`src/design/tlqs_pkg.sv`:
```
// ----------------------------------------------------------------------------
// Two-level queue scheduler package
// Codes, sequencer states and user list operations.
// ----------------------------------------------------------------------------
`default_nettype none

package tlqs_pkg;

   localparam logic ACTION_ARRIVE = 1'b0;
   localparam logic ACTION_TICK   = 1'b1;

   localparam logic [1:0] STATUS_ACCEPT = 2'd0;
   localparam logic [1:0] STATUS_DROP   = 2'd1;
   localparam logic [1:0] STATUS_RUN    = 2'd2;
   localparam logic [1:0] STATUS_IDLE   = 2'd3;

   typedef enum logic [2:0] {
      S_IDLE,
      S_PREEMPT,
      S_SELECT,
      S_SCAN,
      S_TAKE,
      S_RUN,
      S_OUT
   } state_type;

   typedef enum logic [1:0] {
      UOP_NONE,
      UOP_APPEND,
      UOP_REMOVE
   } user_op_type;

endpackage

`default_nettype wire

```
`src/design/tlqs_req_if.sv`:
```
// ----------------------------------------------------------------------------
// Scheduler request channel
// Valid/ready channel carrying arrive and tick items.
// ----------------------------------------------------------------------------
`default_nettype none

interface tlqs_req_if;
   logic        valid;
   logic        ready;
   logic        action;
   logic [7:0]  proc_id;
   logic [15:0] burst;
   logic        is_system;

   modport source (output valid, action, proc_id, burst, is_system, input ready);
   modport sink   (input valid, action, proc_id, burst, is_system, output ready);
endinterface

`default_nettype wire

```
`src/design/tlqs_rsp_if.sv`:
```
// ----------------------------------------------------------------------------
// Scheduler response channel
// Valid/ready channel carrying one result per request.
// ----------------------------------------------------------------------------
`default_nettype none

interface tlqs_rsp_if;
   logic        valid;
   logic        ready;
   logic [1:0]  status;
   logic [7:0]  run_id;
   logic        done_res;
   logic [31:0] finish_time;
   logic [31:0] turnaround;
   logic [31:0] waiting;

   modport source (output valid, status, run_id, done_res, finish_time, turnaround,
                   waiting, input ready);
   modport sink   (input valid, status, run_id, done_res, finish_time, turnaround,
                   waiting, output ready);
endinterface

`default_nettype wire

```
`src/design/tlqs_ram.sv`:
```
// ----------------------------------------------------------------------------
// Generic RAM
// One write port, one read port with registered read data.
// ----------------------------------------------------------------------------
`default_nettype none

module tlqs_ram #(
   parameter int WIDTH = 56,
   parameter int DEPTH = 16
) (
   input  wire logic                     clock,
   input  wire logic                     wr_en,
   input  wire logic [$clog2(DEPTH)-1:0] wr_addr,
   input  wire logic [WIDTH-1:0]         wr_data,
   input  wire logic [$clog2(DEPTH)-1:0] rd_addr,
   output logic      [WIDTH-1:0]         rd_data
);

   logic [WIDTH-1:0] mem_ff [DEPTH];

   always_ff @(posedge clock) begin
      if (wr_en) begin
         mem_ff[wr_addr] <= wr_data;
      end
      rd_data <= mem_ff[rd_addr];
   end

endmodule

`default_nettype wire

```
`src/design/tlqs_user_cell.sv`:
```
// ----------------------------------------------------------------------------
// User list cell
// Holds one user entry, shifts from its right neighbor on removal and
// passes the running shortest-remaining candidate to its right neighbor.
// ----------------------------------------------------------------------------
`default_nettype none

module tlqs_user_cell #(
   parameter int IDX_BITS  = 4,
   parameter int CNT_BITS  = 5,
   parameter int TIME_BITS = 32,
   parameter int INDEX     = 0
) (
   input  wire logic                  clock,
   input  wire logic                  reset,
   input  wire tlqs_pkg::user_op_type op,
   input  wire logic [IDX_BITS-1:0]   sel_idx,
   input  wire logic [CNT_BITS-1:0]   count,
   input  wire logic [7:0]            wr_id,
   input  wire logic [TIME_BITS-1:0]  wr_arrival,
   input  wire logic [15:0]           wr_burst,
   input  wire logic [15:0]           wr_rem,
   input  wire logic [7:0]            nxt_id,
   input  wire logic [TIME_BITS-1:0]  nxt_arrival,
   input  wire logic [15:0]           nxt_burst,
   input  wire logic [15:0]           nxt_rem,
   output logic      [7:0]            ent_id,
   output logic      [TIME_BITS-1:0]  ent_arrival,
   output logic      [15:0]           ent_burst,
   output logic      [15:0]           ent_rem,
   input  wire logic                  cin_found,
   input  wire logic [IDX_BITS-1:0]   cin_idx,
   input  wire logic [7:0]            cin_id,
   input  wire logic [TIME_BITS-1:0]  cin_arrival,
   input  wire logic [15:0]           cin_burst,
   input  wire logic [15:0]           cin_rem,
   output logic                       cout_found,
   output logic      [IDX_BITS-1:0]   cout_idx,
   output logic      [7:0]            cout_id,
   output logic      [TIME_BITS-1:0]  cout_arrival,
   output logic      [15:0]           cout_burst,
   output logic      [15:0]           cout_rem
);

   localparam logic [IDX_BITS-1:0] MY_IDX = IDX_BITS'(INDEX);
   localparam logic [CNT_BITS-1:0] MY_CNT = CNT_BITS'(INDEX);

   logic occupied;
   logic take;

   assign occupied = MY_CNT < count;
   assign take     = occupied && (!cin_found || (ent_rem < cin_rem));

   always_ff @(posedge clock) begin
      if (op == tlqs_pkg::UOP_APPEND && sel_idx == MY_IDX) begin
         ent_id      <= wr_id;
         ent_arrival <= wr_arrival;
         ent_burst   <= wr_burst;
         ent_rem     <= wr_rem;
      end else if (op == tlqs_pkg::UOP_REMOVE && MY_IDX >= sel_idx) begin
         ent_id      <= nxt_id;
         ent_arrival <= nxt_arrival;
         ent_burst   <= nxt_burst;
         ent_rem     <= nxt_rem;
      end
   end

   always_ff @(posedge clock) begin
      if (reset) begin
         cout_found <= 1'b0;
      end else begin
         cout_found <= cin_found || occupied;
      end
      if (take) begin
         cout_idx     <= MY_IDX;
         cout_id      <= ent_id;
         cout_arrival <= ent_arrival;
         cout_burst   <= ent_burst;
         cout_rem     <= ent_rem;
      end else begin
         cout_idx     <= cin_idx;
         cout_id      <= cin_id;
         cout_arrival <= cin_arrival;
         cout_burst   <= cin_burst;
         cout_rem     <= cin_rem;
      end
   end

endmodule

`default_nettype wire

```
`src/design/two_level_queue_scheduler_unit.sv`:
```
// ----------------------------------------------------------------------------
// Two-level queue scheduler
// System class FIFO with preemption over a user list picked by shortest
// remaining time.
// ----------------------------------------------------------------------------
// Usage: req_ch carries arrive items (action 0) and tick items (action 1);
// rsp_ch returns exactly one result per request, in order.
// Requests are taken one at a time. An arrive goes from idle straight to
// the output state. A tick passes through preempt, select and, if a job
// runs, run before output; one that picks from the user list first walks
// the scan and take states, the scan as long as the cell chain that the
// shortest-remaining search walks through.
// The result sits in an output register, so a new request is taken while
// the previous result waits; a stalled rsp_ch holds the following result in
// the sequencer until the register frees up.
// Reset (synchronous) empties both queues, drops the running job and
// clears the time counter; queue storage itself is not cleared.
// ----------------------------------------------------------------------------
`default_nettype none

module two_level_queue_scheduler_unit #(
   parameter int QUEUE_DEPTH = 16,
   parameter int TIME_BITS   = 32
) (
   input  wire logic  clock,
   input  wire logic  reset,
   tlqs_req_if.sink   req_ch,
   tlqs_rsp_if.source rsp_ch
);

   localparam int IDX_BITS  = $clog2(QUEUE_DEPTH);
   localparam int CNT_BITS  = $clog2(QUEUE_DEPTH + 1);
   localparam int SCAN_BITS = $clog2(QUEUE_DEPTH + 2);
   localparam int RAM_WIDTH = 8 + TIME_BITS + 16;
   localparam int EXT_BITS  = TIME_BITS + 32;
   localparam logic [CNT_BITS-1:0]  FULL_CNT  = CNT_BITS'(QUEUE_DEPTH);
   localparam logic [IDX_BITS-1:0]  LAST_IDX  = IDX_BITS'(QUEUE_DEPTH - 1);
   localparam logic [SCAN_BITS-1:0] SCAN_LAST = SCAN_BITS'(QUEUE_DEPTH);

   tlqs_pkg::state_type state_ff, state_in;

   logic [TIME_BITS-1:0] time_ff, time_in;
   logic [IDX_BITS-1:0]  head_ff, head_in, tail_ff, tail_in;
   logic [CNT_BITS-1:0]  sys_cnt_ff, sys_cnt_in, usr_cnt_ff, usr_cnt_in;
   logic [SCAN_BITS-1:0] scan_ff, scan_in;

   logic                 cur_valid_ff, cur_valid_in, cur_sys_ff, cur_sys_in;
   logic [7:0]           cur_id_ff, cur_id_in;
   logic [TIME_BITS-1:0] cur_arr_ff, cur_arr_in;
   logic [15:0]          cur_burst_ff, cur_burst_in, cur_rem_ff, cur_rem_in;

   logic [1:0]  pend_status_ff, pend_status_in;
   logic [7:0]  pend_id_ff, pend_id_in;
   logic        pend_done_ff, pend_done_in;
   logic [31:0] pend_fin_ff, pend_fin_in, pend_tat_ff, pend_tat_in;
   logic [31:0] pend_wait_ff, pend_wait_in;

   logic        rsp_valid_ff, rsp_valid_in;
   logic [1:0]  rsp_status_ff, rsp_status_in;
   logic [7:0]  rsp_id_ff, rsp_id_in;
   logic        rsp_done_ff, rsp_done_in;
   logic [31:0] rsp_fin_ff, rsp_fin_in, rsp_tat_ff, rsp_tat_in, rsp_wait_ff, rsp_wait_in;

   logic                 ram_we;
   logic [RAM_WIDTH-1:0] ram_wdata, ram_rdata;

   tlqs_pkg::user_op_type uop;
   logic [IDX_BITS-1:0]   usel;
   logic [7:0]            uwr_id;
   logic [TIME_BITS-1:0]  uwr_arr;
   logic [15:0]           uwr_burst, uwr_rem;

   logic [7:0]           ent_id  [QUEUE_DEPTH];
   logic [TIME_BITS-1:0] ent_arr [QUEUE_DEPTH];
   logic [15:0]          ent_bst [QUEUE_DEPTH];
   logic [15:0]          ent_rem [QUEUE_DEPTH];
   logic                 c_found [QUEUE_DEPTH];
   logic [IDX_BITS-1:0]  c_idx   [QUEUE_DEPTH];
   logic [7:0]           c_id    [QUEUE_DEPTH];
   logic [TIME_BITS-1:0] c_arr   [QUEUE_DEPTH];
   logic [15:0]          c_bst   [QUEUE_DEPTH];
   logic [15:0]          c_rem   [QUEUE_DEPTH];

   logic [15:0]          rem_dec;
   logic [TIME_BITS-1:0] time_inc, tat_full, wait_full;
   logic [EXT_BITS-1:0]  fin_ext, tat_ext, wait_ext;

   tlqs_ram #(.WIDTH(RAM_WIDTH), .DEPTH(QUEUE_DEPTH)) u_sys_ram (
      .clock   (clock),
      .wr_en   (ram_we),
      .wr_addr (tail_ff),
      .wr_data (ram_wdata),
      .rd_addr (head_ff),
      .rd_data (ram_rdata)
   );

   assign ram_wdata = {req_ch.proc_id, time_ff, req_ch.burst};

   for (genvar k = 0; k < QUEUE_DEPTH; k++) begin : g_cell
      localparam int NK = (k == QUEUE_DEPTH - 1) ? k : k + 1;
      localparam int PK = (k == 0) ? 0 : k - 1;

      tlqs_user_cell #(
         .IDX_BITS  (IDX_BITS),
         .CNT_BITS  (CNT_BITS),
         .TIME_BITS (TIME_BITS),
         .INDEX     (k)
      ) u_cell (
         .clock        (clock),
         .reset        (reset),
         .op           (uop),
         .sel_idx      (usel),
         .count        (usr_cnt_ff),
         .wr_id        (uwr_id),
         .wr_arrival   (uwr_arr),
         .wr_burst     (uwr_burst),
         .wr_rem       (uwr_rem),
         .nxt_id       (ent_id[NK]),
         .nxt_arrival  (ent_arr[NK]),
         .nxt_burst    (ent_bst[NK]),
         .nxt_rem      (ent_rem[NK]),
         .ent_id       (ent_id[k]),
         .ent_arrival  (ent_arr[k]),
         .ent_burst    (ent_bst[k]),
         .ent_rem      (ent_rem[k]),
         .cin_found    ((k == 0) ? 1'b0 : c_found[PK]),
         .cin_idx      (c_idx[PK]),
         .cin_id       (c_id[PK]),
         .cin_arrival  (c_arr[PK]),
         .cin_burst    (c_bst[PK]),
         .cin_rem      (c_rem[PK]),
         .cout_found   (c_found[k]),
         .cout_idx     (c_idx[k]),
         .cout_id      (c_id[k]),
         .cout_arrival (c_arr[k]),
         .cout_burst   (c_bst[k]),
         .cout_rem     (c_rem[k])
      );
   end

   assign rem_dec   = cur_rem_ff - 16'd1;
   assign time_inc  = time_ff + 1'b1;
   assign tat_full  = time_inc - cur_arr_ff;
   assign wait_full = tat_full - TIME_BITS'(cur_burst_ff);
   assign fin_ext   = {32'd0, time_inc};
   assign tat_ext   = {32'd0, tat_full};
   assign wait_ext  = {32'd0, wait_full};

   assign req_ch.ready       = (state_ff == tlqs_pkg::S_IDLE);
   assign rsp_ch.valid       = rsp_valid_ff;
   assign rsp_ch.status      = rsp_status_ff;
   assign rsp_ch.run_id      = rsp_id_ff;
   assign rsp_ch.done_res    = rsp_done_ff;
   assign rsp_ch.finish_time = rsp_fin_ff;
   assign rsp_ch.turnaround  = rsp_tat_ff;
   assign rsp_ch.waiting     = rsp_wait_ff;

   always_comb begin
      state_in       = state_ff;
      time_in        = time_ff;
      head_in        = head_ff;
      tail_in        = tail_ff;
      sys_cnt_in     = sys_cnt_ff;
      usr_cnt_in     = usr_cnt_ff;
      scan_in        = scan_ff;
      cur_valid_in   = cur_valid_ff;
      cur_sys_in     = cur_sys_ff;
      cur_id_in      = cur_id_ff;
      cur_arr_in     = cur_arr_ff;
      cur_burst_in   = cur_burst_ff;
      cur_rem_in     = cur_rem_ff;
      pend_status_in = pend_status_ff;
      pend_id_in     = pend_id_ff;
      pend_done_in   = pend_done_ff;
      pend_fin_in    = pend_fin_ff;
      pend_tat_in    = pend_tat_ff;
      pend_wait_in   = pend_wait_ff;
      rsp_valid_in   = rsp_valid_ff && !rsp_ch.ready;
      rsp_status_in  = rsp_status_ff;
      rsp_id_in      = rsp_id_ff;
      rsp_done_in    = rsp_done_ff;
      rsp_fin_in     = rsp_fin_ff;
      rsp_tat_in     = rsp_tat_ff;
      rsp_wait_in    = rsp_wait_ff;
      ram_we         = 1'b0;
      uop            = tlqs_pkg::UOP_NONE;
      usel           = usr_cnt_ff[IDX_BITS-1:0];
      uwr_id         = req_ch.proc_id;
      uwr_arr        = time_ff;
      uwr_burst      = req_ch.burst;
      uwr_rem        = req_ch.burst;

      case (state_ff)
         tlqs_pkg::S_IDLE: begin
            if (req_ch.valid) begin
               pend_id_in   = 8'd0;
               pend_done_in = 1'b0;
               pend_fin_in  = 32'd0;
               pend_tat_in  = 32'd0;
               pend_wait_in = 32'd0;
               if (req_ch.action == tlqs_pkg::ACTION_TICK) begin
                  state_in = tlqs_pkg::S_PREEMPT;
               end else begin
                  state_in       = tlqs_pkg::S_OUT;
                  pend_status_in = tlqs_pkg::STATUS_DROP;
                  if (req_ch.burst != 16'd0) begin
                     if (req_ch.is_system) begin
                        if (sys_cnt_ff != FULL_CNT) begin
                           ram_we         = 1'b1;
                           tail_in        = (tail_ff == LAST_IDX) ? '0 : tail_ff + 1'b1;
                           sys_cnt_in     = sys_cnt_ff + 1'b1;
                           pend_status_in = tlqs_pkg::STATUS_ACCEPT;
                        end
                     end else if (usr_cnt_ff != FULL_CNT) begin
                        uop            = tlqs_pkg::UOP_APPEND;
                        usr_cnt_in     = usr_cnt_ff + 1'b1;
                        pend_status_in = tlqs_pkg::STATUS_ACCEPT;
                     end
                  end
               end
            end
         end
         tlqs_pkg::S_PREEMPT: begin
            state_in = tlqs_pkg::S_SELECT;
            if (cur_valid_ff && !cur_sys_ff && sys_cnt_ff != '0 && usr_cnt_ff != FULL_CNT) begin
               uop          = tlqs_pkg::UOP_APPEND;
               uwr_id       = cur_id_ff;
               uwr_arr      = cur_arr_ff;
               uwr_burst    = cur_burst_ff;
               uwr_rem      = cur_rem_ff;
               usr_cnt_in   = usr_cnt_ff + 1'b1;
               cur_valid_in = 1'b0;
            end
         end
         tlqs_pkg::S_SELECT: begin
            if (cur_valid_ff) begin
               state_in = tlqs_pkg::S_RUN;
            end else if (sys_cnt_ff != '0) begin
               state_in     = tlqs_pkg::S_RUN;
               cur_valid_in = 1'b1;
               cur_sys_in   = 1'b1;
               cur_id_in    = ram_rdata[RAM_WIDTH-1 -: 8];
               cur_arr_in   = ram_rdata[TIME_BITS+15:16];
               cur_burst_in = ram_rdata[15:0];
               cur_rem_in   = ram_rdata[15:0];
               head_in      = (head_ff == LAST_IDX) ? '0 : head_ff + 1'b1;
               sys_cnt_in   = sys_cnt_ff - 1'b1;
            end else if (usr_cnt_ff != '0) begin
               state_in = tlqs_pkg::S_SCAN;
               scan_in  = '0;
            end else begin
               state_in       = tlqs_pkg::S_OUT;
               time_in        = time_inc;
               pend_status_in = tlqs_pkg::STATUS_IDLE;
            end
         end
         tlqs_pkg::S_SCAN: begin
            scan_in = scan_ff + 1'b1;
            if (scan_ff == SCAN_LAST) begin
               state_in = tlqs_pkg::S_TAKE;
            end
         end
         tlqs_pkg::S_TAKE: begin
            state_in     = tlqs_pkg::S_RUN;
            uop          = tlqs_pkg::UOP_REMOVE;
            usel         = c_idx[QUEUE_DEPTH-1];
            usr_cnt_in   = usr_cnt_ff - 1'b1;
            cur_valid_in = 1'b1;
            cur_sys_in   = 1'b0;
            cur_id_in    = c_id[QUEUE_DEPTH-1];
            cur_arr_in   = c_arr[QUEUE_DEPTH-1];
            cur_burst_in = c_bst[QUEUE_DEPTH-1];
            cur_rem_in   = c_rem[QUEUE_DEPTH-1];
         end
         tlqs_pkg::S_RUN: begin
            state_in       = tlqs_pkg::S_OUT;
            time_in        = time_inc;
            cur_rem_in     = rem_dec;
            pend_status_in = tlqs_pkg::STATUS_RUN;
            pend_id_in     = cur_id_ff;
            if (rem_dec == 16'd0) begin
               cur_valid_in = 1'b0;
               pend_done_in = 1'b1;
               pend_fin_in  = fin_ext[31:0];
               pend_tat_in  = tat_ext[31:0];
               pend_wait_in = wait_ext[31:0];
            end
         end
         tlqs_pkg::S_OUT: begin
            if (!rsp_valid_ff || rsp_ch.ready) begin
               state_in      = tlqs_pkg::S_IDLE;
               rsp_valid_in  = 1'b1;
               rsp_status_in = pend_status_ff;
               rsp_id_in     = pend_id_ff;
               rsp_done_in   = pend_done_ff;
               rsp_fin_in    = pend_fin_ff;
               rsp_tat_in    = pend_tat_ff;
               rsp_wait_in   = pend_wait_ff;
            end
         end
         default: begin
            state_in = tlqs_pkg::S_IDLE;
         end
      endcase
   end

   always_ff @(posedge clock) begin
      if (reset) begin
         state_ff     <= tlqs_pkg::S_IDLE;
         time_ff      <= '0;
         head_ff      <= '0;
         tail_ff      <= '0;
         sys_cnt_ff   <= '0;
         usr_cnt_ff   <= '0;
         cur_valid_ff <= 1'b0;
         cur_sys_ff   <= 1'b0;
         rsp_valid_ff <= 1'b0;
      end else begin
         state_ff     <= state_in;
         time_ff      <= time_in;
         head_ff      <= head_in;
         tail_ff      <= tail_in;
         sys_cnt_ff   <= sys_cnt_in;
         usr_cnt_ff   <= usr_cnt_in;
         cur_valid_ff <= cur_valid_in;
         cur_sys_ff   <= cur_sys_in;
         rsp_valid_ff <= rsp_valid_in;
      end
   end

   always_ff @(posedge clock) begin
      scan_ff        <= scan_in;
      cur_id_ff      <= cur_id_in;
      cur_arr_ff     <= cur_arr_in;
      cur_burst_ff   <= cur_burst_in;
      cur_rem_ff     <= cur_rem_in;
      pend_status_ff <= pend_status_in;
      pend_id_ff     <= pend_id_in;
      pend_done_ff   <= pend_done_in;
      pend_fin_ff    <= pend_fin_in;
      pend_tat_ff    <= pend_tat_in;
      pend_wait_ff   <= pend_wait_in;
      rsp_status_ff  <= rsp_status_in;
      rsp_id_ff      <= rsp_id_in;
      rsp_done_ff    <= rsp_done_in;
      rsp_fin_ff     <= rsp_fin_in;
      rsp_tat_ff     <= rsp_tat_in;
      rsp_wait_ff    <= rsp_wait_in;
   end

endmodule

`default_nettype wire

```
`src/flat_wrapper.sv`:
```
// flat-port wrapper written by rule: the top's interface ports become plain ports
module two_level_queue_scheduler_unit_flat 
#(
   parameter int QUEUE_DEPTH = 16,
   parameter int TIME_BITS   = 32
)
  (clock, reset, req_ch_valid, req_ch_action, req_ch_proc_id, req_ch_burst, req_ch_is_system, req_ch_ready, rsp_ch_valid, rsp_ch_status, rsp_ch_run_id, rsp_ch_done_res, rsp_ch_finish_time, rsp_ch_turnaround, rsp_ch_waiting, rsp_ch_ready);
  tlqs_req_if req_ch_i ();
  tlqs_rsp_if rsp_ch_i ();
  input  wire logic clock;
  input  wire logic reset;
  input wire logic [$bits(req_ch_i.valid)-1:0] req_ch_valid;
  input wire logic [$bits(req_ch_i.action)-1:0] req_ch_action;
  input wire logic [$bits(req_ch_i.proc_id)-1:0] req_ch_proc_id;
  input wire logic [$bits(req_ch_i.burst)-1:0] req_ch_burst;
  input wire logic [$bits(req_ch_i.is_system)-1:0] req_ch_is_system;
  output wire logic [$bits(req_ch_i.ready)-1:0] req_ch_ready;
  output wire logic [$bits(rsp_ch_i.valid)-1:0] rsp_ch_valid;
  output wire logic [$bits(rsp_ch_i.status)-1:0] rsp_ch_status;
  output wire logic [$bits(rsp_ch_i.run_id)-1:0] rsp_ch_run_id;
  output wire logic [$bits(rsp_ch_i.done_res)-1:0] rsp_ch_done_res;
  output wire logic [$bits(rsp_ch_i.finish_time)-1:0] rsp_ch_finish_time;
  output wire logic [$bits(rsp_ch_i.turnaround)-1:0] rsp_ch_turnaround;
  output wire logic [$bits(rsp_ch_i.waiting)-1:0] rsp_ch_waiting;
  input wire logic [$bits(rsp_ch_i.ready)-1:0] rsp_ch_ready;
  assign req_ch_i.valid = req_ch_valid;
  assign req_ch_i.action = req_ch_action;
  assign req_ch_i.proc_id = req_ch_proc_id;
  assign req_ch_i.burst = req_ch_burst;
  assign req_ch_i.is_system = req_ch_is_system;
  assign req_ch_ready = req_ch_i.ready;
  assign rsp_ch_valid = rsp_ch_i.valid;
  assign rsp_ch_status = rsp_ch_i.status;
  assign rsp_ch_run_id = rsp_ch_i.run_id;
  assign rsp_ch_done_res = rsp_ch_i.done_res;
  assign rsp_ch_finish_time = rsp_ch_i.finish_time;
  assign rsp_ch_turnaround = rsp_ch_i.turnaround;
  assign rsp_ch_waiting = rsp_ch_i.waiting;
  assign rsp_ch_i.ready = rsp_ch_ready;
  two_level_queue_scheduler_unit #(.QUEUE_DEPTH(QUEUE_DEPTH), .TIME_BITS(TIME_BITS)) u_core (.clock(clock), .reset(reset), .req_ch(req_ch_i), .rsp_ch(rsp_ch_i));
endmodule
```
`config.mk`:
```
export PLATFORM = sky130hd
export DESIGN_NAME = two_level_queue_scheduler_unit_flat
export DESIGN_NICKNAME = d
export VERILOG_FILES = /design/src/design/tlqs_pkg.sv /design/src/design/tlqs_req_if.sv /design/src/design/tlqs_rsp_if.sv /design/src/design/tlqs_ram.sv /design/src/design/tlqs_user_cell.sv /design/src/design/two_level_queue_scheduler_unit.sv /design/src/flat_wrapper.sv
export SDC_FILE = /design/constraint.sdc
export NUM_CORES = 2
export LEC_CHECK = 0
export BUFFER_PORTS_ARGS = -buffer_cell sky130_fd_sc_hd__buf_2
export CAP_MARGIN = 20
export CORE_MARGIN = 1.5
export CORE_UTILIZATION = 50
export CTS_BUF_LIST = sky130_fd_sc_hd__clkbuf_4
export DETAILED_ROUTE_END_ITERATION = 8
export PLACE_DENSITY = 0.65
export SYNTH_ARGS = -nofsm -noshare
export SYNTH_HDL_FRONTEND = slang
export SYNTH_SLANG_ARGS = --single-unit
```
`constraint.sdc`:
```
create_clock -name clock -period 9.47 [get_ports clock]
set_input_delay 1.894 -clock clock [delete_from_list [all_inputs] [get_ports clock]]
set_output_delay 1.894 -clock clock [all_outputs]
set_load 0.005 [all_outputs]
```
==> qor.csv <==
stage,metric,value,unit
global_routing,grt_pass1_vias,89553,
timing,worst_slew_margin_rel,14.8,%
route,dr.pass1.iters,6,
global_routing,grt_first_pass_wirelength,512000,um
critical_path,path_max_fanout,22,
timing,hold_viol,0,
route,wirelength,331000,um
logic_synthesis,yosysTopAreaCellShare,50.7,%
floorplan,fp-row-count,196,
logic_synthesis,netlist_area,0.143,mm^2
clock_network,cts_resized,0,
global_routing,grt_max_degree,146,
route,drc_errors,0,
logic_synthesis,synth_edf_count,2411,
run,cap_violations,0,
timing,setup_violations,0,
timing,min_period,6.74,ns
logic_synthesis,synthArstFlopShare,0,%
clock_network,hold_buffers,0,
critical_path,startpoint,u_core.time_ff[0],
worst_hold_path,hp-start,u_core.g_cell[11].u_cell.cout_burst[15],
layout,regArea,0.0976,mm^2
layout,utilization,56.3,%
clock_network,root_buffer,clkbuf_4,
clock_network,clk_pin_slew,0.07,ns
global_routing,antenna_found_initial,14,
route,wire_per_inst,21.6,um
logic_synthesis,synth.distinct_cells,89,
timing,clock_skew,0.126,ns
timing,setup-tns-final,0,ns
route,ant_nets,0,
floorplan,start_util,50.2,%
logic_synthesis,synth_area_leaders,"edfxtp_1, dfxtp_1, mux2_2, a21oi_1, mux4_2",
logic_synthesis,syn_nets,10459,
worst_hold_path,hold_path_class,reg2reg,
layout,layout_commonest_cell,edfxtp_1,
critical_path,timing.rr.start,u_core.time_ff[0],
timing,tightestPinTransition,1.28,ns
layout,fillers,23131,
global_routing,grt_usage,22.9,%
layout,drive_gt1_share,29.1,%
logic_synthesis,seq_area_frac_synth,68.3,%
logic_synthesis,yosys_most_used_dff,edfxtp_1,
placement,place_hpwl,214000,um
critical_path,worst_setup_path_start_kind,flop,
logic_synthesis,ys_warn_count,0,
placement,placement.io_buffers,138,
floorplan,die-area,0.289,mm^2
clock_network,clockBufferDepth,4,
clock_network,cts_tree,built,
logic_synthesis,synthCells,10138,
logic_synthesis,yosys.area.top_type,edfxtp_1,
route,vias_per_cell,5.49,
clock_network,clock_latency,1.58,ns
route,drtIter0Drc,6186,
global_routing,gr-total-overflow,0,
outcome,status,"finished, final reports clean",
timing,post-route-period-util,71.2,%
power_and_ir_drop,peakVddDrop,0.000273,V
power_and_ir_drop,p_leak,59.3,nW
critical_path,crit_required,10.79,ns
timing,rsz0062_at_grt,no,
placement,gp_congestion,0.904,
clock_network,cts_setup_buffers,0,
layout,layout.nets,11086,
route,vias,84012,
power_and_ir_drop,powerDensity,315,mW/mm^2
layout,final_cell_mix,"edfxtp_1, clkbuf_4, nor2_1, a21oi_1, dfxtp_1",
clock_network,cts_made_buffers,889,
critical_path,path_class,reg2reg,
floorplan,dieHeight,537,um
floorplan,fp.dieW,537,um
floorplan,io_pins,139,
logic_synthesis,postSynthAreaPerCell,14.1,um^2
logic_synthesis,yosys_register_bits,3667,
floorplan,core-area,0.284,mm^2
clock_network,cts-htree-levels,6,
layout,syn2layout_area_growth,12.1,%
timing,max_freq,0.148,GHz
timing,maxSlewViolCount,0,
critical_path,cp-end-kind,flop,
layout,multi_input_area,0.0421,mm^2
clock_network,cts.sinks,3667,
critical_path,arrival,8.06,ns
[critical path: stages (launching register included)]
cell and delay, ns:
dfxtp_1 0.83, and3_1 0.40, and4_1 0.37, and3_1 0.21, xor2_1 0.19, ha_1 0.35
a21oi_2 0.25, nand2_1 0.13, a211oi_2 0.50, nand2_1 0.17, a21oi_1 0.26, o21bai_1 0.09
a21oi_1 0.19, xnor2_1 0.17, ha_1 0.32, nor2b_1 0.20, a311o_1 0.29, o32a_1 0.17
o41ai_1 0.11, nor4b_4 0.46, nand4_2 0.23, nor4_1 0.25, mux2_1 0.35
[report_power, final]
group / switching (mW) / internal (mW) / total, mW
Combinational: 7.09 / 6.15 / 13.2
Clock: 6.28 / 7.03 / 13.3
Sequential: 1.69 / 22.1 / 23.8
[metrics by stage]
step	instance area, um^2	cells	hold slack [ns]	power, mW	worst slack (ns)
global placement	148000	13621	0.394	37.1	2.81
floorplan	143000	10138	0.386	33.4	1.11
detailed placement	148000	13633	0.392	37.4	2.86
CTS	160000	15293	0.349	50.9	2.87
global route	160000	15297	0.391	53.2	2.29
finish	160000	15301	0.367	50.4	2.73
[worst paths after layout]
| path | slack (ns) | end | cells past startpoint |
|---|---|---|---|
| max | 2.73 | u_core.pend_wait_ff[31] | 22 |
| max reg2reg | 2.73 | u_core.pend_wait_ff[31] | 22 |
| min reg2reg | 0.37 | u_core.g_cell[12].u_cell.cout_burst[15] | 1 |
| min | 0.37 | u_core.g_cell[12].u_cell.cout_burst[15] | 1 |
[synth_stat cells, drive strengths merged (6+ instances only)]
master  number
a21oi     1306
inv        379
dfxtp     1256
o211ai       8
and2        87
nor2b       39
or2         32
xor2        60
nand2      328
or3         25
nand4       29
o21ai      105
a211oi      17
o21bai       7
edfxtp    2411
o22ai        9
mux2i       15
o31ai        8
mux4       280
nor2      1305
xnor2       61
a31oi       16
nor3        44
and3        28
a21o       125
a21boi       6
o21a        16
nor4        17
buf        268
nand3       48
mux2      1083
and4        12
clkbuf     315
ha         288
nand2b      41
[state kept, by name, summed over array words and instances, names as in the netlist, 15 cells and up]
signal	flops
u_core.cur_arr_ff	32
u_core.cur_burst_ff	16
u_core.cur_rem_ff	16
u_core.g_cell.u_cell.cout_arrival	512
u_core.g_cell.u_cell.cout_burst	256
u_core.g_cell.u_cell.cout_found	15
u_core.g_cell.u_cell.cout_id	128
u_core.g_cell.u_cell.cout_idx	49
u_core.g_cell.u_cell.cout_rem	256
u_core.g_cell.u_cell.ent_arrival	512
u_core.g_cell.u_cell.ent_burst	256
u_core.g_cell.u_cell.ent_id	128
u_core.g_cell.u_cell.ent_rem	256
u_core.pend_fin_ff	32
u_core.pend_tat_ff	32
u_core.pend_wait_ff	32
u_core.rsp_ch.finish_time	32
u_core.rsp_ch.turnaround	32
u_core.rsp_ch.waiting	32
u_core.time_ff	32
u_core.u_sys_ram.mem_ff	896
u_core.u_sys_ram.rd_data	56
[kinds of logic (layout without fill, tap and decap cells)]
logic type	Yosys count	in the layout	share of synthesized area (%)
other	0	5	0
and+or+nand+nor	2050	2050	6.17
adders and majority gates	291	291	2.57
xor gates and xnor gates	121	121	0.742
AOI/OAI and AO/OA	1669	1669	6.40
buffers and inverters	962	2358	2.75
muxes	1378	1378	13.1
DFF	3667	3667	68.3
[metal layers]
layer	part of all wire, %	vias to the layer above	track usage (%)
li1	-	38781	-
met1	41	42295	29.0
met2	50	2403	39.4
met3	6.0	523	4.34
met4	2.5	10	7.58
met5	0.021	-	0
[area by class of cell]
cell class | instances | share of cell area [%]
clock buffer | 1429 | 6.70
inverter | 379 | 0.888
sequential | 3667 | 60.9
clock inverter | 231 | 0.795
antenna | 5 | 0.00781
tap | 3762 | 2.94
timing repair buffer | 319 | 1.45
multi-input combinational | 5509 | 26.3
(Power assumes the default switching activity.)
